## config.mk

```make
export PLATFORM = sky130hd
export DESIGN_NAME = yuv420_frame_sse_accumulator
export DESIGN_NICKNAME = d
export VERILOG_FILES = /design/src/rtl/yfsa_pkg.sv /design/src/rtl/yfsa_fifo.sv /design/src/rtl/yfsa_front.sv /design/src/rtl/yfsa_back.sv /design/src/rtl/yuv420_frame_sse_accumulator.sv
export SDC_FILE = /design/constraint.sdc
export NUM_CORES = 2
export LEC_CHECK = 0
export BUFFER_PORTS_ARGS = -buffer_cell sky130_fd_sc_hd__clkbuf_2
export CAP_MARGIN = 30
export CORE_AREA = 3 3 367 369
export CTS_BUF_LIST = sky130_fd_sc_hd__clkbuf_16
export CTS_CLUSTER_DIAMETER = 80
export DETAILED_ROUTE_END_ITERATION = 16
export DIE_AREA = 0 0 370 372
export REMOVE_ABC_BUFFERS = 1
export SETUP_SLACK_MARGIN = 0.05
export SYNTH_ARGS = -nofsm -noshare
export SYNTH_HDL_FRONTEND = slang
export SYNTH_SLANG_ARGS = --single-unit
```

## constraint.sdc

```tcl
create_clock -name clk -period 15.25 [get_ports clk]
set_clock_uncertainty 0.2 [all_clocks]
set_input_delay 3.05 -clock clk [delete_from_list [all_inputs] [get_ports clk]]
set_output_delay 3.05 -clock clk [all_outputs]
set_load 0.02 [all_outputs]
```

## src/rtl/yfsa_pkg.sv

```systemverilog
package yfsa_pkg;

  localparam int SAMPLE_BITS = 8;
  localparam int SQ_W        = 2 * SAMPLE_BITS;
  localparam int DIM_W       = 13;
  localparam int LUMA_W      = 40;
  localparam int CHROMA_W    = 38;
  localparam int TOTAL_W     = 64;
  localparam int INDEX_W     = 32;

  localparam int IN_TDATA_W  = 2 * SAMPLE_BITS;
  localparam int OUT_BITS    = LUMA_W + 2 * CHROMA_W + 3 * TOTAL_W + INDEX_W;
  localparam int OUT_TDATA_W = ((OUT_BITS + 7) / 8) * 8;

  localparam int CFG_ADDR_W  = 3;
  localparam int CFG_DATA_W  = 32;

  localparam int QUEUE_DEPTH = 4;
  localparam int QPTR_W      = 2;

  localparam logic [DIM_W-1:0] RESET_WIDTH  = 13'd352;
  localparam logic [DIM_W-1:0] RESET_HEIGHT = 13'd288;

  typedef enum logic [0:0] {
    REG_WIDTH  = 1'b0,
    REG_HEIGHT = 1'b1
  } reg_idx_t;

  typedef enum logic [1:0] {
    PLANE_Y = 2'd0,
    PLANE_U = 2'd1,
    PLANE_V = 2'd2
  } plane_t;

  typedef struct packed {
    logic            last;
    plane_t          plane;
    logic [SQ_W-1:0] sq;
  } yfsa_item_t;

  // first member lands in the high bits
  typedef struct packed {
    logic [INDEX_W-1:0]  frame_index;
    logic [TOTAL_W-1:0]  cr_total;
    logic [TOTAL_W-1:0]  cb_total;
    logic [TOTAL_W-1:0]  luma_total;
    logic [CHROMA_W-1:0] cr_sse;
    logic [CHROMA_W-1:0] cb_sse;
    logic [LUMA_W-1:0]   luma_sse;
  } yfsa_result_t;

endpackage

```

## src/rtl/yfsa_fifo.sv

```systemverilog
module yfsa_fifo (
  input  logic               clk,
  input  logic               rst_n,
  input  logic               push,
  input  yfsa_pkg::yfsa_item_t push_item,
  output logic               full,
  input  logic               pop,
  output logic               empty,
  output yfsa_pkg::yfsa_item_t head
);
  import yfsa_pkg::*;

  yfsa_item_t        slot_r [QUEUE_DEPTH];
  logic [QPTR_W-1:0] wr_ptr_r, rd_ptr_r;
  logic [QPTR_W:0]   count_r, count_nxt;

  assign full  = (count_r == (QPTR_W+1)'(QUEUE_DEPTH));
  assign empty = (count_r == '0);
  assign head  = slot_r[rd_ptr_r];

  always_comb begin
    case ({push, pop})
      2'b10:   count_nxt = count_r + 1'b1;
      2'b01:   count_nxt = count_r - 1'b1;
      default: count_nxt = count_r;
    endcase
  end

  always_ff @(posedge clk) begin
    if (!rst_n) begin
      wr_ptr_r <= '0;
      rd_ptr_r <= '0;
      count_r  <= '0;
    end else begin
      if (push) wr_ptr_r <= wr_ptr_r + 1'b1;
      if (pop)  rd_ptr_r <= rd_ptr_r + 1'b1;
      count_r <= count_nxt;
    end
  end

  always_ff @(posedge clk) begin
    if (push) slot_r[wr_ptr_r] <= push_item;
  end

endmodule

```

## src/rtl/yfsa_front.sv

```systemverilog
module yfsa_front #(
  parameter int MAX_SIDE = 4096
) (
  input  logic                             clk,
  input  logic                             rst_n,
  input  logic                             cfg_psel,
  input  logic                             cfg_penable,
  input  logic                             cfg_pwrite,
  input  logic [yfsa_pkg::CFG_ADDR_W-1:0]  cfg_paddr,
  input  logic [yfsa_pkg::CFG_DATA_W-1:0]  cfg_pwdata,
  output logic [yfsa_pkg::CFG_DATA_W-1:0]  cfg_prdata,
  output logic                             cfg_pready,
  input  logic                             in_tvalid,
  output logic                             in_tready,
  input  logic [yfsa_pkg::IN_TDATA_W-1:0]  in_tdata,
  output logic                             push,
  output yfsa_pkg::yfsa_item_t             push_item,
  input  logic                             full
);
  import yfsa_pkg::*;

  localparam int SIDE_W = $clog2(MAX_SIDE + 1);
  localparam int POS_W  = $clog2(MAX_SIDE * MAX_SIDE / 2 * 3 + 1);
  localparam logic [DIM_W:0] MAX_SIDE_V = (DIM_W+1)'(MAX_SIDE);
  localparam logic [1:0] SETTLE_CYCLES = 2'd2;

  function automatic logic [SIDE_W-1:0] eff_side(input logic [DIM_W-1:0] raw);
    logic [DIM_W:0] v;
    v = {1'b0, raw};
    if (v > MAX_SIDE_V) v = MAX_SIDE_V;
    v[0] = 1'b0;
    if (v < (DIM_W+1)'(2)) v = (DIM_W+1)'(2);
    return v[SIDE_W-1:0];
  endfunction

  localparam logic [SIDE_W-1:0] W_RST     = eff_side(RESET_WIDTH);
  localparam logic [SIDE_W-1:0] H_RST     = eff_side(RESET_HEIGHT);
  localparam logic [POS_W-1:0]  AREA_RST  = POS_W'(W_RST) * POS_W'(H_RST);
  localparam logic [POS_W-1:0]  U_END_RST = AREA_RST + (AREA_RST >> 2);
  localparam logic [POS_W-1:0]  END_RST   = AREA_RST + (AREA_RST >> 1);

  logic [DIM_W-1:0]    width_r, height_r;
  logic [SIDE_W-1:0]   eff_w_r, eff_h_r;
  logic [2*SIDE_W-1:0] prod;
  logic [POS_W-1:0]    area_r, u_end_r, end_r;
  logic [1:0]          settle_r;
  logic [POS_W-1:0]    pos_r, pos_nxt, pos_inc;
  logic                cfg_wr, accept, last;
  reg_idx_t            reg_sel;
  logic [SAMPLE_BITS-1:0] smp_a, smp_b, diff;
  plane_t              plane;

  assign cfg_pready = 1'b1;
  assign cfg_wr     = cfg_psel && cfg_penable && cfg_pwrite;
  assign reg_sel    = reg_idx_t'(cfg_paddr[2]);

  always_comb begin
    case (reg_sel)
      REG_WIDTH:  cfg_prdata = CFG_DATA_W'(width_r);
      REG_HEIGHT: cfg_prdata = CFG_DATA_W'(height_r);
      default:    cfg_prdata = '0;
    endcase
  end

  // geometry follows a write through registers: sides, product, then plane ends
  assign prod = eff_w_r * eff_h_r;

  always_ff @(posedge clk) begin
    if (!rst_n) begin
      width_r  <= RESET_WIDTH;
      height_r <= RESET_HEIGHT;
      eff_w_r  <= W_RST;
      eff_h_r  <= H_RST;
      area_r   <= AREA_RST;
      u_end_r  <= U_END_RST;
      end_r    <= END_RST;
      settle_r <= '0;
      pos_r    <= '0;
    end else begin
      if (cfg_wr) begin
        case (reg_sel)
          REG_WIDTH: begin
            width_r <= cfg_pwdata[DIM_W-1:0];
            eff_w_r <= eff_side(cfg_pwdata[DIM_W-1:0]);
          end
          REG_HEIGHT: begin
            height_r <= cfg_pwdata[DIM_W-1:0];
            eff_h_r  <= eff_side(cfg_pwdata[DIM_W-1:0]);
          end
          default: ;
        endcase
      end
      area_r  <= prod[POS_W-1:0];
      u_end_r <= area_r + (area_r >> 2);
      end_r   <= area_r + (area_r >> 1);
      if (cfg_wr)
        settle_r <= SETTLE_CYCLES;
      else if (settle_r != '0)
        settle_r <= settle_r - 1'b1;
      pos_r <= pos_nxt;
    end
  end

  assign in_tready = (settle_r == '0) && !full;
  assign accept    = in_tvalid && in_tready;

  assign smp_a = in_tdata[SAMPLE_BITS-1:0];
  assign smp_b = in_tdata[2*SAMPLE_BITS-1:SAMPLE_BITS];
  assign diff  = (smp_a >= smp_b) ? (smp_a - smp_b) : (smp_b - smp_a);

  always_comb begin
    if (pos_r < area_r)
      plane = PLANE_Y;
    else if (pos_r < u_end_r)
      plane = PLANE_U;
    else
      plane = PLANE_V;
  end

  // a shrunk geometry ends the frame on the next sample
  assign pos_inc = pos_r + 1'b1;
  assign last    = (pos_inc >= end_r);
  assign pos_nxt = accept ? (last ? '0 : pos_inc) : pos_r;

  assign push            = accept;
  assign push_item.last  = last;
  assign push_item.plane = plane;
  assign push_item.sq    = SQ_W'(diff) * SQ_W'(diff);

endmodule

```

## src/rtl/yfsa_back.sv

```systemverilog
module yfsa_back (
  input  logic                             clk,
  input  logic                             rst_n,
  input  logic                             empty,
  input  yfsa_pkg::yfsa_item_t             head,
  output logic                             pop,
  output logic                             out_tvalid,
  input  logic                             out_tready,
  output logic [yfsa_pkg::OUT_TDATA_W-1:0] out_tdata
);
  import yfsa_pkg::*;

  logic [LUMA_W-1:0]   luma_sum_r, luma_sum_nxt, fin_luma_r;
  logic [CHROMA_W-1:0] cb_sum_r, cb_sum_nxt, fin_cb_r;
  logic [CHROMA_W-1:0] cr_sum_r, cr_sum_nxt, fin_cr_r;
  logic [LUMA_W:0]     luma_add;
  logic [CHROMA_W:0]   cb_add, cr_add;
  logic [TOTAL_W-1:0]  luma_run_r, cb_run_r, cr_run_r;
  logic [TOTAL_W-1:0]  luma_run_nxt, cb_run_nxt, cr_run_nxt;
  logic [TOTAL_W:0]    luma_run_add, cb_run_add, cr_run_add;
  logic [INDEX_W-1:0]  frames_r;
  logic                fin_valid_r, out_valid_r, load, frame_end;
  yfsa_result_t        out_data_r;

  // a finished frame waits in the fin stage until the output slot frees
  assign load      = fin_valid_r && (!out_valid_r || out_tready);
  assign pop       = !empty && !(head.last && fin_valid_r && !load);
  assign frame_end = pop && head.last;

  assign luma_add = {1'b0, luma_sum_r} + (LUMA_W+1)'(head.sq);
  assign cb_add   = {1'b0, cb_sum_r} + (CHROMA_W+1)'(head.sq);
  assign cr_add   = {1'b0, cr_sum_r} + (CHROMA_W+1)'(head.sq);

  always_comb begin
    luma_sum_nxt = luma_sum_r;
    cb_sum_nxt   = cb_sum_r;
    cr_sum_nxt   = cr_sum_r;
    if (pop) begin
      case (head.plane)
        PLANE_Y: luma_sum_nxt = luma_add[LUMA_W] ? '1 : luma_add[LUMA_W-1:0];
        PLANE_U: cb_sum_nxt   = cb_add[CHROMA_W] ? '1 : cb_add[CHROMA_W-1:0];
        default: cr_sum_nxt   = cr_add[CHROMA_W] ? '1 : cr_add[CHROMA_W-1:0];
      endcase
    end
  end

  assign luma_run_add = {1'b0, luma_run_r} + (TOTAL_W+1)'(fin_luma_r);
  assign cb_run_add   = {1'b0, cb_run_r} + (TOTAL_W+1)'(fin_cb_r);
  assign cr_run_add   = {1'b0, cr_run_r} + (TOTAL_W+1)'(fin_cr_r);
  assign luma_run_nxt = luma_run_add[TOTAL_W] ? '1 : luma_run_add[TOTAL_W-1:0];
  assign cb_run_nxt   = cb_run_add[TOTAL_W] ? '1 : cb_run_add[TOTAL_W-1:0];
  assign cr_run_nxt   = cr_run_add[TOTAL_W] ? '1 : cr_run_add[TOTAL_W-1:0];

  always_ff @(posedge clk) begin
    if (!rst_n) begin
      luma_sum_r  <= '0;
      cb_sum_r    <= '0;
      cr_sum_r    <= '0;
      luma_run_r  <= '0;
      cb_run_r    <= '0;
      cr_run_r    <= '0;
      frames_r    <= '0;
      fin_valid_r <= 1'b0;
      out_valid_r <= 1'b0;
    end else begin
      if (frame_end) begin
        luma_sum_r <= '0;
        cb_sum_r   <= '0;
        cr_sum_r   <= '0;
      end else begin
        luma_sum_r <= luma_sum_nxt;
        cb_sum_r   <= cb_sum_nxt;
        cr_sum_r   <= cr_sum_nxt;
      end
      if (frame_end)
        fin_valid_r <= 1'b1;
      else if (load)
        fin_valid_r <= 1'b0;
      if (load) begin
        luma_run_r  <= luma_run_nxt;
        cb_run_r    <= cb_run_nxt;
        cr_run_r    <= cr_run_nxt;
        frames_r    <= frames_r + 1'b1;
        out_valid_r <= 1'b1;
      end else if (out_tready) begin
        out_valid_r <= 1'b0;
      end
    end
  end

  always_ff @(posedge clk) begin
    if (frame_end) begin
      fin_luma_r <= luma_sum_nxt;
      fin_cb_r   <= cb_sum_nxt;
      fin_cr_r   <= cr_sum_nxt;
    end
    if (load) begin
      out_data_r.luma_sse    <= fin_luma_r;
      out_data_r.cb_sse      <= fin_cb_r;
      out_data_r.cr_sse      <= fin_cr_r;
      out_data_r.luma_total  <= luma_run_nxt;
      out_data_r.cb_total    <= cb_run_nxt;
      out_data_r.cr_total    <= cr_run_nxt;
      out_data_r.frame_index <= frames_r;
    end
  end

  assign out_tvalid = out_valid_r;
  assign out_tdata  = OUT_TDATA_W'(out_data_r);

endmodule

```

## src/rtl/yuv420_frame_sse_accumulator.sv

```systemverilog
// Sums squared differences of two planar yuv420 sample streams per plane and
// frame. One sample pair is taken per clock while in_tready is high; with the
// queue empty and the output free, a frame's last pair passes through the
// queue, the fin stage and the output register to raise out_tvalid. A front
// stage classifies each pair by its frame position and squares the
// difference, a four-entry queue decouples it from the accumulators, and a
// two-step back end folds the frame into the saturating running totals, so a
// stalled output only stops input once the queue is full. After a write to
// frame_width or frame_height, in_tready stays low while the width*height
// product and the plane bounds are re-registered. Dimensions are rounded down
// to even and clamped to [2, MAX_SIDE]; a partial last frame gives no result.
module yuv420_frame_sse_accumulator #(
  parameter int MAX_SIDE = 4096
) (
  input  logic                             clk,
  input  logic                             rst_n,
  input  logic                             cfg_psel,
  input  logic                             cfg_penable,
  input  logic                             cfg_pwrite,
  input  logic [yfsa_pkg::CFG_ADDR_W-1:0]  cfg_paddr,
  input  logic [yfsa_pkg::CFG_DATA_W-1:0]  cfg_pwdata,
  output logic [yfsa_pkg::CFG_DATA_W-1:0]  cfg_prdata,
  output logic                             cfg_pready,
  input  logic                             in_tvalid,
  output logic                             in_tready,
  // sample_a, sample_b
  input  logic [yfsa_pkg::IN_TDATA_W-1:0]  in_tdata,
  output logic                             out_tvalid,
  input  logic                             out_tready,
  // luma_sse, cb_sse, cr_sse, luma_total, cb_total, cr_total, frame_index
  output logic [yfsa_pkg::OUT_TDATA_W-1:0] out_tdata
);
  import yfsa_pkg::*;

  logic       push, pop, full, empty;
  yfsa_item_t push_item, head;

  yfsa_front #(
    .MAX_SIDE (MAX_SIDE)
  ) u_front (
    .clk         (clk),
    .rst_n       (rst_n),
    .cfg_psel    (cfg_psel),
    .cfg_penable (cfg_penable),
    .cfg_pwrite  (cfg_pwrite),
    .cfg_paddr   (cfg_paddr),
    .cfg_pwdata  (cfg_pwdata),
    .cfg_prdata  (cfg_prdata),
    .cfg_pready  (cfg_pready),
    .in_tvalid   (in_tvalid),
    .in_tready   (in_tready),
    .in_tdata    (in_tdata),
    .push        (push),
    .push_item   (push_item),
    .full        (full)
  );

  yfsa_fifo u_fifo (
    .clk       (clk),
    .rst_n     (rst_n),
    .push      (push),
    .push_item (push_item),
    .full      (full),
    .pop       (pop),
    .empty     (empty),
    .head      (head)
  );

  yfsa_back u_back (
    .clk        (clk),
    .rst_n      (rst_n),
    .empty      (empty),
    .head       (head),
    .pop        (pop),
    .out_tvalid (out_tvalid),
    .out_tready (out_tready),
    .out_tdata  (out_tdata)
  );

endmodule

```

==> results.cfg <==
[sta]
period_share_pct = 62.8
final-setup-viol-count = 0
period_needed_ns = 9.58
finalHoldViolCount = 0
report.final.slew_viol_count = 0
postLayoutSetupSlackWorst_ns = 5.67
worst_pin_slew_ns = 1.03
relSlewSlack_pct = 30.9
totalNegativeSetupSlack_ns = 0
rsz0062_at_grt = no
fmax_ghz = 0.104

[drt]
drt-pass1-iter-count = 6
postRouteAntennaNets = 0
drc_errors = 0
via_per_inst = 5.33
drt_iter0_drc = 2798
routedWlPerCell_microns = 17.4
wirelength_microns = 136000
via_count = 41700

[cells_and_area]
fillers = 12200
antenna_cells = 0
area_delta_synth_final_pct = 13.2
finalNetCount = 6566
drive_above_1_share_pct = 11.8
fin_area_sq_um = 63900

[placed_design]
gp_congestion = 0.894
io_buffers = 391
dp_worst_setup_slack_ns = 4.93
placed_area_sq_um = 60100
dpl.hpwl_microns = 98900

[power_and_ir_drop]
power_frac_comb_pct = 37.9
p_int_mw = 6.88
power_switching_mw = 4.11
p_total_mw = 11.0
p_sw_share_pct = 37.4
cellLeakagePower_nw = 27.1
ir_drop_v = 0.000222
seq_power_share_pct = 37.4
power.density_nw_per_um2 = 172
clkPwrFrac_pct = 24.8

[setup_path]
crit_path_end_kind = flop
cp_common_cell = fa_1
critPathLaunchType = input pin
max_stage_delay_ns = 0.83
arrival_ns = 9.80
path_class = input pin to flop
slowest_stage = xor2_1
cp_max_fo = 11
required_ns = 15.47

[yosys]
synth_ff_type = edfxtp_1
synth_seq_cells = 1027
synth-edff-count = 528
synth_warnings = 0
ys_async_sr_fraction_pct = 0
yosysSeqAreaShare_pct = 45.8
syn_avg_cell_area_sq_um = 9.97
syn_inst = 5659
syn_area_sq_um = 56400
synth_cell_types = 92

[global_route]
first_global_vias = 40000
globalRoute.totalOverflow = 0
antenna_found_initial = 1
grt_pass1_wl_microns = 217000
grt_max_degree = 142
track_usage_pct = 19.5

[floorplanning]
dieArea_sq_um = 138000
fp.dieH_microns = 372
die_x_microns = 370
core-area_sq_um = 131000
boundaryPins = 437
start_util_pct = 42.9
rows = 133

[cts]
clkTransAtPathRegs_ns = 0.06
h-tree-depth = 3
cts_sinks = 1027
clk_latency_ns = 0.73
cts_tree = yes
cts_buffer_depth = 3
cts_made_buffers = 111
cts_resized = 0
cts_root_buffer = clkbuf_16
postCtsHoldBufs = 0
post_cts_buffers = 0

[run_status]
status = finished, final reports clean

[hold_path]
min_path_type = flop to flop

[flow_run]
maxCapViolCount = 0
==> layout make-up <==
cell class	count	area, sq um	area share (%)
clock buffers	112	2800	4.39
flip-flops and latches	1027	25800	40.5
repair buffers	436	2400	3.75
clock inverters	100	945	1.48
inverters	362	1380	2.16
well taps	1755	2200	3.44
multi-input cells	4041	28300	44.3
==> critical path: cells and delay by family <==
kind	cells	cell delay (ns)
AO/OA/AOI/OAI	7	1.39
adder cells (fa/ha/maj)	7	2.94
multiplexers	1	0.25
buffers and inverters	5	0.29
AND/OR/NAND/NOR	6	0.83
XOR/XNOR	2	1.02
==> placed cells by master (no fill, tap or decap), drive strengths merged, types with 18 or more instances in the layout <==
| cell type | count |
|---|---|
| or2 | 21 |
| mux4 | 18 |
| nor2b | 41 |
| a31oi | 83 |
| a211oi | 35 |
| nand3 | 140 |
| nand4 | 69 |
| nand2b | 48 |
| edfxtp | 528 |
| fa | 133 |
| o21a | 51 |
| and3 | 84 |
| or3 | 19 |
| nand2 | 707 |
| a21o | 133 |
| nor3 | 113 |
| ha | 396 |
| clkbuf | 502 |
| nor2 | 375 |
| buf | 46 |
| mux2 | 34 |
| o21ai | 203 |
| xor2 | 157 |
| o22a | 22 |
| a311oi | 63 |
| inv | 391 |
| o211ai | 27 |
| clkinv | 44 |
| xnor2 | 196 |
| o21bai | 38 |
| and4 | 20 |
| dfxtp | 499 |
| conb | 24 |
| a21oi | 426 |
| and2 | 160 |
==> power groups by stage <==
stage | registers (mW) | clock network [mW] | logic (mW)
detailed placement | 4.17 | 0 | 4.13
floorplan | 4.30 | 0 | 2.89
finish | 4.11 | 2.73 | 4.16
global route | 4.15 | 2.92 | 4.67
global placement | 4.16 | 0 | 4.06
CTS | 4.11 | 2.81 | 4.17
==> flip-flops by register name (all words and copies together), names as in the netlist, 32 cells and up, named ones only <==
register           count
u_back.fin_luma_r     40
u_back.luma_run_r     64
u_fifo.slot_r         72
u_back.cr_sum_r       38
u_back.luma_sum_r     40
u_back.out_tdata     340
u_back.cb_sum_r       38
u_back.fin_cr_r       38
u_back.cr_run_r       64
u_back.cb_run_r       64
u_back.fin_cb_r       38
u_back.frames_r       32
==> final timing paths <==
check / startpoint / endpoint / slack (ns) / cells past startpoint
setup / recovery: in_tdata[0] / u_fifo.slot_r[2][15] / 5.67 / 28
setup reg to reg: u_front.eff_w_r[3] / u_front.area_r[24] / 9.24 / 19
hold / removal: u_back.fin_luma_r[28] / u_back.out_tdata[28] / 0.24 / 0
hold reg to reg: u_back.fin_luma_r[28] / u_back.out_tdata[28] / 0.24 / 0
==> routing by layer <==
layer | up-vias | GRT usage, % | routed length, microns
li1 | 20700 | - | -
met1 | 19900 | 27.1 | 63500
met2 | 959 | 31.9 | 62900
met3 | 180 | 2.50 | 6780
met4 | 0 | 5.33 | 3060
met5 | - | 0 | 0
==> cells in the mapped netlist (8+ instances only) <==
master / number / area [sq um]
xnor2_1: 196 / 1720
nor3_1: 113 / 566
o2111ai_1: 8 / 70.1
a311oi_1: 62 / 543
o22a_1: 22 / 193
xor2_1: 157 / 1380
nor2b_1: 41 / 257
nor2_1: 374 / 1400
a21oi_1: 425 / 2130
or3_1: 19 / 119
nand2b_1: 48 / 300
ha_1: 396 / 4950
o211ai_1: 27 / 203
edfxtp_1: 528 / 15900
clkbuf_1: 197 / 739
a31o_2: 8 / 70.1
mux2i_1: 16 / 160
a211oi_1: 34 / 255
or2_2: 20 / 125
inv_1: 361 / 1360
buf_1: 25 / 93.8
a41oi_1: 14 / 123
and2_1: 158 / 988
o31ai_1: 16 / 120
fa_1: 133 / 2660
o21bai_1: 38 / 285
mux2_2: 32 / 360
nor4_1: 14 / 87.6
mux4_2: 15 / 338
o21a_1: 51 / 383
buf_4: 24 / 180
a32o_1: 12 / 120
nand3_1: 140 / 701
o21ai_0: 200 / 1000
nand2_1: 706 / 2650
a221oi_1: 11 / 96.3
a31oi_1: 82 / 513
a211o_1: 11 / 96.3
and4_1: 20 / 175
nand4_1: 69 / 432
a21o_1: 133 / 998
and3_1: 84 / 526
dfxtp_1: 499 / 9990
==> logic make-up (layout without fill, tap and decap cells) <==
kind of cell | count (synthesis) | after routing | synth area share (%)
AND/OR/NAND/NOR | 1841 | 1841 | 15.3
AO/OA/AOI/OAI | 1226 | 1226 | 14.0
flip-flops | 1027 | 1027 | 45.8
buffers and inverters | 613 | 1010 | 4.26
adder cells (fa/ha/maj) | 529 | 529 | 13.5
XOR/XNOR | 353 | 353 | 5.48
multiplexers | 68 | 68 | 1.71
other | 2 | 24 | 0.0133
==> through the flow <==
stage	hold slack, ns	cells	utilization [%]
5_1_grt	0.263	7833	48.6
2_1_floorplan	0.217	5430	-
6_report	0.243	7833	48.6
3_5_place_dp	0.232	7620	45.7
3_3_place_gp	0.233	7611	45.6
4_1_cts	0.254	7832	48.6
No activity file was read; power rests on OpenSTA's default activity.
